File: src/rtl/mrm_pkg.sv
`timescale 1ns / 1ps

package mrm_pkg;

  // Input opcodes
  localparam logic [1:0] OP_START_READ  = 2'd0;
  localparam logic [1:0] OP_START_WRITE = 2'd1;
  localparam logic [1:0] OP_RX_BYTE     = 2'd2;

  // Result kinds
  localparam logic [1:0] KIND_TX_BYTE   = 2'd0;
  localparam logic [1:0] KIND_READ_ACK  = 2'd1;
  localparam logic [1:0] KIND_WRITE_ACK = 2'd2;

  // Frame constants
  localparam logic [15:0] CRC_INIT       = 16'hFFFF;
  localparam logic [15:0] CRC_POLY       = 16'hA001;
  localparam logic [7:0]  FC_READ        = 8'h03;
  localparam logic [7:0]  FC_WRITE       = 8'h06;
  localparam logic [7:0]  READ_COUNT     = 8'h02;
  localparam logic [7:0]  READ_QTY_HI    = 8'h00;
  localparam logic [7:0]  READ_QTY_LO    = 8'h01;
  localparam int          FRAME_LEN      = 8;
  localparam int          HEADER_LEN     = 6;
  localparam int          CNT_W          = $clog2(FRAME_LEN + 1);
  localparam int          IDX_W          = $clog2(FRAME_LEN);

  // One beat group handed to the output buffer
  typedef struct packed {
    logic [1:0]                     kind;
    logic [FRAME_LEN-1:0][7:0]      bytes;
    logic [15:0]                    value;
    logic [CNT_W-1:0]               count;
  } mrm_load_t;

  // Fold one byte into a running CRC-16, LSB first
  function automatic logic [15:0] crc16_update(input logic [15:0] crc, input logic [7:0] b);
    logic [15:0] c;
    c = crc ^ {8'h00, b};
    for (int i = 0; i < 8; i++) begin
      if (c[0]) begin
        c = (c >> 1) ^ CRC_POLY;
      end else begin
        c = c >> 1;
      end
    end
    return c;
  endfunction

endpackage

File: src/rtl/mrm_if.sv
`timescale 1ns / 1ps

interface mrm_in_if;
  logic        valid;
  logic        ready;
  logic [1:0]  opcode;
  logic [7:0]  slave_address;
  logic [15:0] register_address;
  logic [15:0] write_value;
  logic [7:0]  rx_byte;

  modport source (output valid, opcode, slave_address, register_address, write_value,
                  rx_byte, input ready);
  modport sink   (input valid, opcode, slave_address, register_address, write_value,
                  rx_byte, output ready);
endinterface

interface mrm_out_if;
  logic        valid;
  logic        ready;
  logic [1:0]  result_kind;
  logic [7:0]  tx_byte;
  logic        last_byte;
  logic [15:0] read_value;

  modport source (output valid, result_kind, tx_byte, last_byte, read_value, input ready);
  modport sink   (input valid, result_kind, tx_byte, last_byte, read_value, output ready);
endinterface

File: src/rtl/modbus_rtu_register_master.sv
`timescale 1ns / 1ps
// Flow: an accepted item is registered in the input stage, then processed, and its
//   result beats are loaded into the output buffer, which offers them on out_o.
// Throughput: one item per cycle unless a result must wait for the output buffer; a start
//   item loads eight beats, so the next result waits until the final request byte leaves.
// Reset: asynchronous, active low; clears the input stage, the wait mode, the window
//   and the output buffer. No clearing pass.

module modbus_rtu_register_master (
  input  logic      clk_i,
  input  logic      rst_ni,
  mrm_in_if.sink    in_i,
  mrm_out_if.source out_o
);

  // Wait modes
  localparam logic [1:0] MODE_IDLE  = 2'd0;
  localparam logic [1:0] MODE_READ  = 2'd1;
  localparam logic [1:0] MODE_WRITE = 2'd2;

  localparam int FL = mrm_pkg::FRAME_LEN;
  localparam int HL = mrm_pkg::HEADER_LEN;

  // Input stage: hold one beat
  logic        in_vq;
  logic [1:0]  op_q;
  logic [7:0]  addr_q;
  logic [15:0] reg_q;
  logic [15:0] wval_q;
  logic [7:0]  rxb_q;

  // Block state
  logic [1:0]            mode_q, mode_d;
  logic [HL-1:0][7:0]    req_q, req_d;
  logic [FL-1:0][7:0]    win_q, win_d;
  logic [3:0]            fill_q, fill_d;

  // Processing
  logic [HL-1:0][7:0]    req_new;
  logic [FL-1:0][7:0]    win_sh;
  logic [3:0]            fill_inc;
  logic [15:0]           crc_tx, crc_rd, crc_wr;
  logic                  read_hit, write_hit;
  mrm_pkg::mrm_load_t    load;
  logic                  load_ok;
  logic                  fire;
  logic                  do_load;

  assign fire     = in_vq && (load_ok || (load.count == '0));
  assign do_load  = fire && (load.count != '0);
  assign in_i.ready = !in_vq || fire;

  always_ff @(posedge clk_i or negedge rst_ni) begin
    if (!rst_ni) begin
      in_vq <= 1'b0;
    end else if (in_i.ready) begin
      in_vq <= in_i.valid;
    end
  end

  always_ff @(posedge clk_i) begin
    if (in_i.valid && in_i.ready) begin
      op_q   <= in_i.opcode;
      addr_q <= in_i.slave_address;
      reg_q  <= in_i.register_address;
      wval_q <= in_i.write_value;
      rxb_q  <= in_i.rx_byte;
    end
  end

  // Build the request header and its CRC
  always_comb begin
    req_new[0] = addr_q;
    req_new[1] = (op_q == mrm_pkg::OP_START_READ) ? mrm_pkg::FC_READ : mrm_pkg::FC_WRITE;
    req_new[2] = reg_q[15:8];
    req_new[3] = reg_q[7:0];
    if (op_q == mrm_pkg::OP_START_READ) begin
      req_new[4] = mrm_pkg::READ_QTY_HI;
      req_new[5] = mrm_pkg::READ_QTY_LO;
    end else begin
      req_new[4] = wval_q[15:8];
      req_new[5] = wval_q[7:0];
    end
    crc_tx = mrm_pkg::CRC_INIT;
    for (int k = 0; k < HL; k++) begin
      crc_tx = mrm_pkg::crc16_update(crc_tx, req_new[k]);
    end
  end

  // Shift the received byte in; newest sits at the top index
  always_comb begin
    for (int k = 0; k < FL - 1; k++) begin
      win_sh[k] = win_q[k+1];
    end
    win_sh[FL-1] = rxb_q;
    fill_inc = (fill_q == 4'(FL)) ? fill_q : fill_q + 4'd1;

    // Read reply: seven newest bytes, CRC over the first five of them
    crc_rd = mrm_pkg::CRC_INIT;
    for (int k = 1; k < 6; k++) begin
      crc_rd = mrm_pkg::crc16_update(crc_rd, win_sh[k]);
    end
    // Write echo: full window, CRC over the six header bytes
    crc_wr = mrm_pkg::CRC_INIT;
    for (int k = 0; k < HL; k++) begin
      crc_wr = mrm_pkg::crc16_update(crc_wr, win_sh[k]);
    end

    read_hit = (fill_inc >= 4'd7) && (win_sh[1] == req_q[0]) && (win_sh[2] == req_q[1])
            && (win_sh[3] == mrm_pkg::READ_COUNT) && (crc_rd == {win_sh[7], win_sh[6]});
    write_hit = (fill_inc >= 4'(FL)) && (win_sh[HL-1:0] == req_q)
             && (crc_wr == {win_sh[7], win_sh[6]});
  end

  // Decide the next state and what goes to the output buffer
  always_comb begin
    mode_d = mode_q;
    req_d  = req_q;
    win_d  = win_q;
    fill_d = fill_q;
    load.kind  = mrm_pkg::KIND_TX_BYTE;
    load.bytes = {crc_tx[15:8], crc_tx[7:0], req_new};
    load.value = 16'h0000;
    load.count = '0;
    case (op_q)
      mrm_pkg::OP_START_READ, mrm_pkg::OP_START_WRITE: begin
        // abandon any pending request, clear the window, send the new frame
        load.count = mrm_pkg::CNT_W'(FL);
        req_d  = req_new;
        mode_d = (op_q == mrm_pkg::OP_START_READ) ? MODE_READ : MODE_WRITE;
        win_d  = '0;
        fill_d = '0;
      end
      mrm_pkg::OP_RX_BYTE: begin
        if (mode_q != MODE_IDLE) begin
          win_d  = win_sh;
          fill_d = fill_inc;
          if ((mode_q == MODE_READ) && read_hit) begin
            load.kind  = mrm_pkg::KIND_READ_ACK;
            load.value = {win_sh[4], win_sh[5]};
            load.count = mrm_pkg::CNT_W'(1);
            mode_d     = MODE_IDLE;
          end else if ((mode_q == MODE_WRITE) && write_hit) begin
            load.kind  = mrm_pkg::KIND_WRITE_ACK;
            load.count = mrm_pkg::CNT_W'(1);
            mode_d     = MODE_IDLE;
          end
        end
      end
      default: begin
        // unused opcode: drop the beat
      end
    endcase
  end

  always_ff @(posedge clk_i or negedge rst_ni) begin
    if (!rst_ni) begin
      mode_q <= MODE_IDLE;
      req_q  <= '0;
      win_q  <= '0;
      fill_q <= '0;
    end else if (fire) begin
      mode_q <= mode_d;
      req_q  <= req_d;
      win_q  <= win_d;
      fill_q <= fill_d;
    end
  end

  mrm_out_buf u_out_buf (
    .clk_i       (clk_i),
    .rst_ni      (rst_ni),
    .load_i      (do_load),
    .load_data_i (load),
    .load_ok_o   (load_ok),
    .out_o       (out_o)
  );

endmodule

File: src/rtl/mrm_out_buf.sv
`timescale 1ns / 1ps

module mrm_out_buf (
  input  logic              clk_i,
  input  logic              rst_ni,
  input  logic              load_i,
  input  mrm_pkg::mrm_load_t load_data_i,
  output logic              load_ok_o,
  mrm_out_if.source         out_o
);

  logic [1:0]                          kind_q;
  logic [mrm_pkg::FRAME_LEN-1:0][7:0]  bytes_q;
  logic [15:0]                         value_q;
  logic [mrm_pkg::CNT_W-1:0]           cnt_q, cnt_d;
  logic [mrm_pkg::IDX_W-1:0]           idx_q, idx_d;
  logic                                beat;
  logic                                is_tx;

  assign beat      = out_o.valid && out_o.ready;
  assign load_ok_o = (cnt_q == '0) || ((cnt_q == mrm_pkg::CNT_W'(1)) && out_o.ready);
  assign is_tx     = (kind_q == mrm_pkg::KIND_TX_BYTE);

  assign out_o.valid       = (cnt_q != '0);
  assign out_o.result_kind = kind_q;
  assign out_o.tx_byte     = is_tx ? bytes_q[idx_q] : 8'h00;
  assign out_o.last_byte   = is_tx && (idx_q == mrm_pkg::IDX_W'(mrm_pkg::FRAME_LEN - 1));
  assign out_o.read_value  = value_q;

  always_comb begin
    cnt_d = cnt_q;
    idx_d = idx_q;
    if (load_i) begin
      cnt_d = load_data_i.count;
      idx_d = '0;
    end else if (beat) begin
      // advance to the next beat
      cnt_d = cnt_q - mrm_pkg::CNT_W'(1);
      idx_d = idx_q + mrm_pkg::IDX_W'(1);
    end
  end

  always_ff @(posedge clk_i or negedge rst_ni) begin
    if (!rst_ni) begin
      cnt_q <= '0;
      idx_q <= '0;
    end else begin
      cnt_q <= cnt_d;
      idx_q <= idx_d;
    end
  end

  always_ff @(posedge clk_i) begin
    if (load_i) begin
      kind_q  <= load_data_i.kind;
      bytes_q <= load_data_i.bytes;
      value_q <= load_data_i.value;
    end
  end

endmodule

File: src/flat_wrapper.sv
// flat-port wrapper written by rule: the top's interface ports become plain ports
module modbus_rtu_register_master_flat 
  (clk_i, rst_ni, in_i_valid, in_i_opcode, in_i_slave_address, in_i_register_address, in_i_write_value, in_i_rx_byte, in_i_ready, out_o_valid, out_o_result_kind, out_o_tx_byte, out_o_last_byte, out_o_read_value, out_o_ready);
  mrm_in_if in_i_i ();
  mrm_out_if out_o_i ();
  input  logic clk_i;
  input  logic rst_ni;
  input wire logic [$bits(in_i_i.valid)-1:0] in_i_valid;
  input wire logic [$bits(in_i_i.opcode)-1:0] in_i_opcode;
  input wire logic [$bits(in_i_i.slave_address)-1:0] in_i_slave_address;
  input wire logic [$bits(in_i_i.register_address)-1:0] in_i_register_address;
  input wire logic [$bits(in_i_i.write_value)-1:0] in_i_write_value;
  input wire logic [$bits(in_i_i.rx_byte)-1:0] in_i_rx_byte;
  output wire logic [$bits(in_i_i.ready)-1:0] in_i_ready;
  output wire logic [$bits(out_o_i.valid)-1:0] out_o_valid;
  output wire logic [$bits(out_o_i.result_kind)-1:0] out_o_result_kind;
  output wire logic [$bits(out_o_i.tx_byte)-1:0] out_o_tx_byte;
  output wire logic [$bits(out_o_i.last_byte)-1:0] out_o_last_byte;
  output wire logic [$bits(out_o_i.read_value)-1:0] out_o_read_value;
  input wire logic [$bits(out_o_i.ready)-1:0] out_o_ready;
  assign in_i_i.valid = in_i_valid;
  assign in_i_i.opcode = in_i_opcode;
  assign in_i_i.slave_address = in_i_slave_address;
  assign in_i_i.register_address = in_i_register_address;
  assign in_i_i.write_value = in_i_write_value;
  assign in_i_i.rx_byte = in_i_rx_byte;
  assign in_i_ready = in_i_i.ready;
  assign out_o_valid = out_o_i.valid;
  assign out_o_result_kind = out_o_i.result_kind;
  assign out_o_tx_byte = out_o_i.tx_byte;
  assign out_o_last_byte = out_o_i.last_byte;
  assign out_o_read_value = out_o_i.read_value;
  assign out_o_i.ready = out_o_ready;
  modbus_rtu_register_master u_core (.clk_i(clk_i), .rst_ni(rst_ni), .in_i(in_i_i), .out_o(out_o_i));
endmodule
File: config.mk
export PLATFORM = sky130hd
export DESIGN_NAME = modbus_rtu_register_master_flat
export DESIGN_NICKNAME = d
export VERILOG_FILES = /design/src/rtl/mrm_pkg.sv /design/src/rtl/mrm_if.sv /design/src/rtl/modbus_rtu_register_master.sv /design/src/rtl/mrm_out_buf.sv /design/src/flat_wrapper.sv
export SDC_FILE = /design/constraint.sdc
export NUM_CORES = 1
export LEC_CHECK = 0
export ABC_AREA = 1
export BUFFER_PORTS_ARGS = -buffer_cell sky130_fd_sc_hd__buf_2
export CAP_MARGIN = 20
export CELL_PAD_IN_SITES_DETAIL_PLACEMENT = 1
export CELL_PAD_IN_SITES_GLOBAL_PLACEMENT = 2
export CORE_ASPECT_RATIO = 1.5
export CORE_MARGIN = 8
export CORE_UTILIZATION = 40
export CTS_BUF_LIST = sky130_fd_sc_hd__clkbuf_8
export DETAILED_ROUTE_END_ITERATION = 8
export GPL_ROUTABILITY_DRIVEN = 0
export HOLD_SLACK_MARGIN = 0.02
export PLACE_DENSITY = 0.91
export SYNTH_ARGS = -nofsm -noshare
export SYNTH_HDL_FRONTEND = slang
export SYNTH_SLANG_ARGS = --single-unit
File: constraint.sdc
create_clock -name clk_i -period 7.1 [get_ports clk_i]
set_input_delay 1.42 -clock clk_i [delete_from_list [all_inputs] [get_ports clk_i]]
set_output_delay 1.42 -clock clk_i [all_outputs]
set_load 0.1 [all_outputs]
### Yosys cells after proc, flatten, opt, wreduce, memory -nomap -nowiden

Cells that the tools add are included.

* register bits after elaboration: 250
* input bits: 54
* output and inout port bits: 29
* logic and storage cells: 406

* add/subtract/negate cells: 3
* $lt $le $gt $ge: 3
* eq/ne operators: 15
* mux-type cells: 161
* bitwise gates (word level): 155
* reduce and logical (&&, ||, !) cells: 34

Operator list (count)
* $mux 16: 136
* $not 2->3: 136
* $xor 16x8->16: 14
* $pmux 64 s2: 1
* $mux 64: 1
* $eq 48x48->1: 1
* $not 8->16: 3
* $eq 16x16->1: 2
* $bmux 8 s3: 1
* $eq 8x8->1: 2
* $mux 4: 4
* $mux 8: 2
* $pmux 4 s2: 2
* $logic_and 1x1->1: 14
* $mux 14: 1
* $mux 2: 5
* $mux 3: 3
* $eq 8x2->1 const B: 1
* $logic_not 4->1: 2
* $reduce_bool 4->1: 2
* $reduce_and 3->1: 2
* $reduce_bool 2->1: 3
* $add 4x1->4 const B: 1
* $eq 2x1->1 const B: 2
* other kinds (21): 30

### Depth between registers and ports, before layout

* word-level depth: 114
* depth in mapped cells: 37
* gate-level depth less buffers: 36

### Cells and area by module

A second synthesis with hierarchy kept.

* cell total of the unflattened synthesis: 1929
* area, all modules: 14954.3 µm²

By module, submodules not included
* modbus_rtu_register_master: instances 1, cells an instance 1577, area each 11138.2 µm², seq. area each 4154.0 µm²
* mrm_out_buf: instances 1, cells an instance 352, area each 3816.2 µm², seq. area each 2637.5 µm²

### Worst setup path after synthesis

OpenSTA, ideal clock, no wires.

* path type: register to register
* from: register u_core.win_q[28] (netlist bit)
* to: register u_core.addr_q[0], enable pin
* library setup time: 404 ps
* arrival: 4787 ps
* data required time: 6696 ps
* path slack: 1909 ps
* stages on the path, launching flop included: 24
* buffers on the path: 1
* period minus slack after synthesis: 5191 ps
* cells stage by stage: dfrtp_1 -> clkbuf_1 -> inv_1 -> ha_1 -> xnor2_1 -> xor2_1 -> xnor2_1 -> xor2_1 -> xor2_1 -> or2_1 -> nand2_1 -> nand2_1 -> nand3_1 -> nand2_1 -> nand2_1 -> nand3_1 -> nand2_1 -> nand2_1 -> nand2_2 -> nand2_2 -> nand2_4 -> nand3_1 -> nand2_1 -> inv_1

* word-level cells in the longest chain between the ends: 52
* elaborated cells on any way between the ends: 146
* classes of those cells: eq/ne (4); mux (68); bitwise (62); reduce/logical (12)

Ends and longest elaborated chain
* start: declaration: line modbus_rtu_register_master.sv:35 `logic [FL-1:0][7:0] win_q, win_d;`
* start signal: assignment: line modbus_rtu_register_master.sv:165 `win_q <= win_d;`
* $xor 16x8->16: line mrm_pkg.sv:39 `c = crc ^ {8'h00, b};`
* $mux 16 (3 in series): line mrm_pkg.sv:41 `if (c[0]) begin`
* $not 2->3 (no line)
* $mux 16 (3 in series): line mrm_pkg.sv:41
* $not 2->3 (no line) or $mux 16 (tied branches)
* $mux 16 or $not 2->3 (tied branches)
* $mux 16 or $xor 16x8->16 (tied branches): line mrm_pkg.sv:41, mrm_pkg.sv:39
* $xor 16x8->16 (tied with other cells): line mrm_pkg.sv:39
* (+33 left out)
* $mux 1 *: line modbus_rtu_register_master.sv:135 `if (mode_q != MODE_IDLE) begin`
* $pmux 4 s2 *: line modbus_rtu_register_master.sv:125 `case (op_q)`
* $logic_not 4->1 *: line modbus_rtu_register_master.sv:49 `assign fire = in_vq && (load_ok || (load.count == '0));`
* $logic_or 1x1->1 *: line modbus_rtu_register_master.sv:49
* $logic_and 1x1->1 *: line modbus_rtu_register_master.sv:49
* $logic_or 1x1->1 *: line modbus_rtu_register_master.sv:51 `assign in_i.ready = !in_vq || fire;`
* via in_i_ready: line flat_wrapper.sv:14 `output wire logic [$bits(in_i_i.ready)-1:0] in_i_ready;`
* $logic_and 1x1->1 *: line modbus_rtu_register_master.sv:62 `if (in_i.valid && in_i.ready) begin`
* end signal: assignment: line modbus_rtu_register_master.sv:64 `addr_q <= in_i.slave_address;`
* end: declaration: line modbus_rtu_register_master.sv:27 `logic [7:0] addr_q;`

Mark *: on every way through the listed nets, which the timed path passes. The rest lies on a longest branch.
A chain may end at the register's enable or synchronous reset.

### Worst setup path after layout

* from: register u_core.win_q[21] (netlist bit)
* to: output port in_i_ready

* word-level cells in the longest chain between the ends: 62
* elaborated cells on any way between the ends: 178
* classes of those cells: eq/ne (4); mux (84); bitwise (78); reduce/logical (12)

Ends and longest elaborated chain
* $xor 16x8->16: line mrm_pkg.sv:39
* $mux 16 (4 in series): line mrm_pkg.sv:41
* $not 2->3 (no line)
* $mux 16 (3 in series): line mrm_pkg.sv:41
* $not 2->3 (no line)
* $mux 16: line mrm_pkg.sv:41
* $xor 16x8->16: line mrm_pkg.sv:39
* $mux 16 (8 in series): line mrm_pkg.sv:41
* (+34 left out)
* $mux 1: line modbus_rtu_register_master.sv:143 `end else if ((mode_q == MODE_WRITE) && write_hit) begin`
* $mux 1 *: line modbus_rtu_register_master.sv:138 `if ((mode_q == MODE_READ) && read_hit) begin`
* $mux 1 *: line modbus_rtu_register_master.sv:135
* $pmux 4 s2 *: line modbus_rtu_register_master.sv:125
* $logic_not 4->1 *: line modbus_rtu_register_master.sv:49
* $logic_or 1x1->1 *: line modbus_rtu_register_master.sv:49
* $logic_and 1x1->1 *: line modbus_rtu_register_master.sv:49
* $logic_or 1x1->1 *: line modbus_rtu_register_master.sv:51
* end: declaration: line flat_wrapper.sv:14

Mark *: on every way between the ends. The rest lies on a longest branch, timed or not.

==> impl_metrics.env <==
export IMPL_leakagePower_nw=7.001
export IMPL_timing_worst_setup_path_type="flip-flop to output pin"
export IMPL_clock_latency_ns=0.58
export IMPL_wl_mm=44.76
export IMPL_overflow=0
export IMPL_seqPwrFrac_pct=33.8
export IMPL_syn_nets=1684
export IMPL_rows=84
export IMPL_ys_flop_type="edfxtp_1"
export IMPL_hold_viol=0
export IMPL_cts_buffer_depth=3
export IMPL_drtAntennaViolNets=0
export IMPL_fmax_mhz=161.8
export IMPL_start_util_pct=40.31
export IMPL_cp_cell_sequence="inv_1 -> ha_1 -> xnor2_1 -> xor2_1 -> xor2_1 -> xnor2_1 -> xor2_1 -> xor2_1 -> nand3_1 -> nand2_1 -> nand2_1 -> nand3_1 -> nand2_1 -> nand2_1 -> nand2_2 -> nand2_2 -> nand2_4 -> nand3_1 -> buf_2"
export IMPL_worstReg2RegEnd="u_core.u_out_buf.bytes_q[18]"
export IMPL_clockRootBuffer="clkbuf_8"
export IMPL_hold_path_class="flip-flop to flip-flop"
export IMPL_fillers=4249
export IMPL_synthTopCellsByArea="edfxtp_1, dfrtp_1, nand2_1"
export IMPL_maxCapViolCount=0
export IMPL_synth_edf_count=126
export IMPL_drc=0
export IMPL_end_kind="output pin"
export IMPL_rsz0062_at_grt="no"
export IMPL_antenna_found_initial=0
export IMPL_tightest_slew_ns=0.8234
export IMPL_cts_tree="yes"
export IMPL_portBuffers=82
export IMPL_antennaDiodeCount=0
export IMPL_track_usage_pct=21.75
export IMPL_grt_pass1_vias=12340
export IMPL_synth_most_common_cell="nand2_1"
export IMPL_hold_slack_ns=0.4595
export IMPL_regArea_um2=6611
export IMPL_io_pin_count=83
export IMPL_multi_input_area_um2=6500
export IMPL_syn_area_per_cell_um2=8.688
export IMPL_areaGrowthSynthToFinish_pct=10.97
export IMPL_fin_nets=1766
export IMPL_power_frac_clock_pct=18.7
export IMPL_r2r_slack_ns=1.64
export IMPL_numCtsBuffers=41
export IMPL_arrival_ns=4.76
export IMPL_die_y_um=245.7
export IMPL_grt_max_degree=70
export IMPL_die_w_um=169.1
export IMPL_slew_viol_final=0
export IMPL_dp_hpwl_mm=35.24
export IMPL_status="completed"
export IMPL_htree_levels=2
export IMPL_r2r_cells=19
export IMPL_synth_top_area_cell="edfxtp_1"
export IMPL_intPower_mw=3.472
export IMPL_hold_depth=0
export IMPL_final_setup_tns_ns=0
export IMPL_synth_top_area_share_pct=26.90
export IMPL_viasPerCell=5.160
export IMPL_drive_above_1_share_pct=12.12
export IMPL_grt_first_pass_wirelength_mm=68.70
export IMPL_drtIter0Drc=559
export IMPL_crit_slowest_cell="dfrtp_1"
export IMPL_p_sw_share_pct=45.32
export IMPL_critPathLaunchType="flip-flop"
export IMPL_period_share_pct=87.04
export IMPL_critical_path_max_fanout=6
export IMPL_drt_first_pass_iters=5
export IMPL_post_cts_buffers=0
export IMPL_pwr_share_comb_pct=47.5
export IMPL_routedWlPerCell_um=20.29
export IMPL_p_sw_mw=2.877
export IMPL_clock_skew_ns=0.02883
export IMPL_cts_sinks=239
export IMPL_vias=11380
export IMPL_die_area_um2=41550
export IMPL_relSlewSlack_pct=45.11
export IMPL_hold_end="u_core.u_out_buf.bytes_q[19]"
export IMPL_ys_seq_elements=239
export IMPL_r2r_start="u_core.win_q[21]"
export IMPL_holdBufCountCts=0
export IMPL_setup_violations_final=0
export IMPL_ctsResizeCount=0
export IMPL_slowest_delay_ns=0.49
export IMPL_peakVddDrop_uv=414.1
export IMPL_p_per_area_nw_per_um2=406.8
export IMPL_min_period_ns=6.180
export IMPL_postSynthCellCount=1619
export IMPL_clkTransAtPathRegs_ns=0.06
export IMPL_ys_warnings_count=0
export IMPL_ys_seq_area_share_pct=47.00
export IMPL_syn_area_um2=14070
export IMPL_synthTopCellsByCount="nand2_1, inv_1, xor2_1"
export IMPL_crit_required_ns=5.68
export IMPL_hp_start="u_core.reg_q[11]"
export IMPL_fp_coreArea_um2=34890
export IMPL_synth_cell_types=51
export IMPL_synthArstFlopShare_pct=47.28
state kept, by name (all words and copies together) (netlist names), 8 cells and up:
| register | cells |
|---|---|
| u_core.u_out_buf.out_o.read_value | 16 |
| u_core.rxb_q | 8 |
| u_core.win_q | 56 |
| u_core.reg_q | 16 |
| u_core.wval_q | 16 |
| u_core.u_out_buf.bytes_q | 58 |
| u_core.req_q | 43 |
| u_core.addr_q | 8 |
logic make-up after synthesis:
group | count (synthesis) | synth area share, %
DFF | 239 | 47.00
xor gates and xnor gates | 224 | 14.95
and+or+nand+nor | 723 | 21.48
AOI/OAI and AO/OA | 201 | 8.691
adders and majority gates | 11 | 0.9785
buffers and inverters | 221 | 6.894
placed cells by master, fill, tap and decap left out, types with 4 or more instances in the layout:
cell / n
nor4_1: 6
a21oi_1: 13
o22ai_1: 19
nand3_1: 97
o21ai_2: 30
a221oi_1: 7
xnor2_1: 73
nand2_1: 486
ha_1: 11
dfrtp_1: 113
nand2_2: 5
o211ai_1: 4
clkinv_1: 13
edfxtp_1: 126
o21ai_0: 84
xor2_1: 139
buf_2: 81
clkbuf_8: 48
o21ai_1: 29
a211oi_1: 4
inv_2: 6
buf_4: 10
nand4_1: 10
inv_1: 171
nor3_1: 4
xor2_2: 4
nand3b_1: 9
nor2_1: 87
metrics by stage:
step	instances	setup slack (ns)	utilization (%)	cell area, um^2	power, mW
detailed placement	2130	1.583	42.46	14810	5.188
floorplan	1619	1.909	-	14070	4.381
CTS	2205	0.8760	44.68	15590	6.413
global placement	2130	1.649	42.46	14810	5.045
finish	2206	0.9203	44.73	15610	6.349
global route	2206	0.5598	44.73	15610	6.807
worst max-delay path: cells and delay by family (launching register included):
family / cells / cell delay (ns)
xor gates and xnor gates: 6 / 1.71
DFF: 1 / 0.49
adders and majority gates: 1 / 0.37
and+or+nand+nor: 10 / 1.04
buffers and inverters: 2 / 0.59
routing by layer:
layer	global-route usage, %	vias up	routed length, um	part of all wire [%]
met4	16.29	0	3628	8.1
met2	41.37	275	23930	53
li1	-	5403	-	-
met3	3.229	159	1518	3.4
met1	20.73	5545	15680	35
met5	0	-	0	0
power by group through the flow:
stage	clock network, mW	registers, mW	logic, mW
2_1_floorplan	0	2.11	2.27
3_3_place_gp	0	2.16	2.88
3_5_place_dp	0	2.17	3.02
4_1_cts	1.23	2.14	3.04
5_1_grt	1.28	2.17	3.36
6_report	1.19	2.15	3.01
worst max-delay path by stage:
stage                             to  cells past startpoint        startpoint
floorplan           u_core.addr_q[0]                     23  u_core.win_q[28]
global placement          in_i_ready                     19  u_core.win_q[23]
detailed placement        in_i_ready                     19  u_core.win_q[23]
CTS                       in_i_ready                     19  u_core.win_q[22]
global route              in_i_ready                     19  u_core.win_q[23]
finish                    in_i_ready                     19  u_core.win_q[21]
cell type report:
cell class / count / area share, %
clock buffer: 48 / 4.232
clock inverter: 27 / 0.7295
inverter: 168 / 4.040
multi-input combinational: 1159 / 41.64
sequential: 239 / 42.36
tap: 473 / 3.792
timing repair buffer: 92 / 3.206
Note: power is estimated with default switching activity, not from simulation.
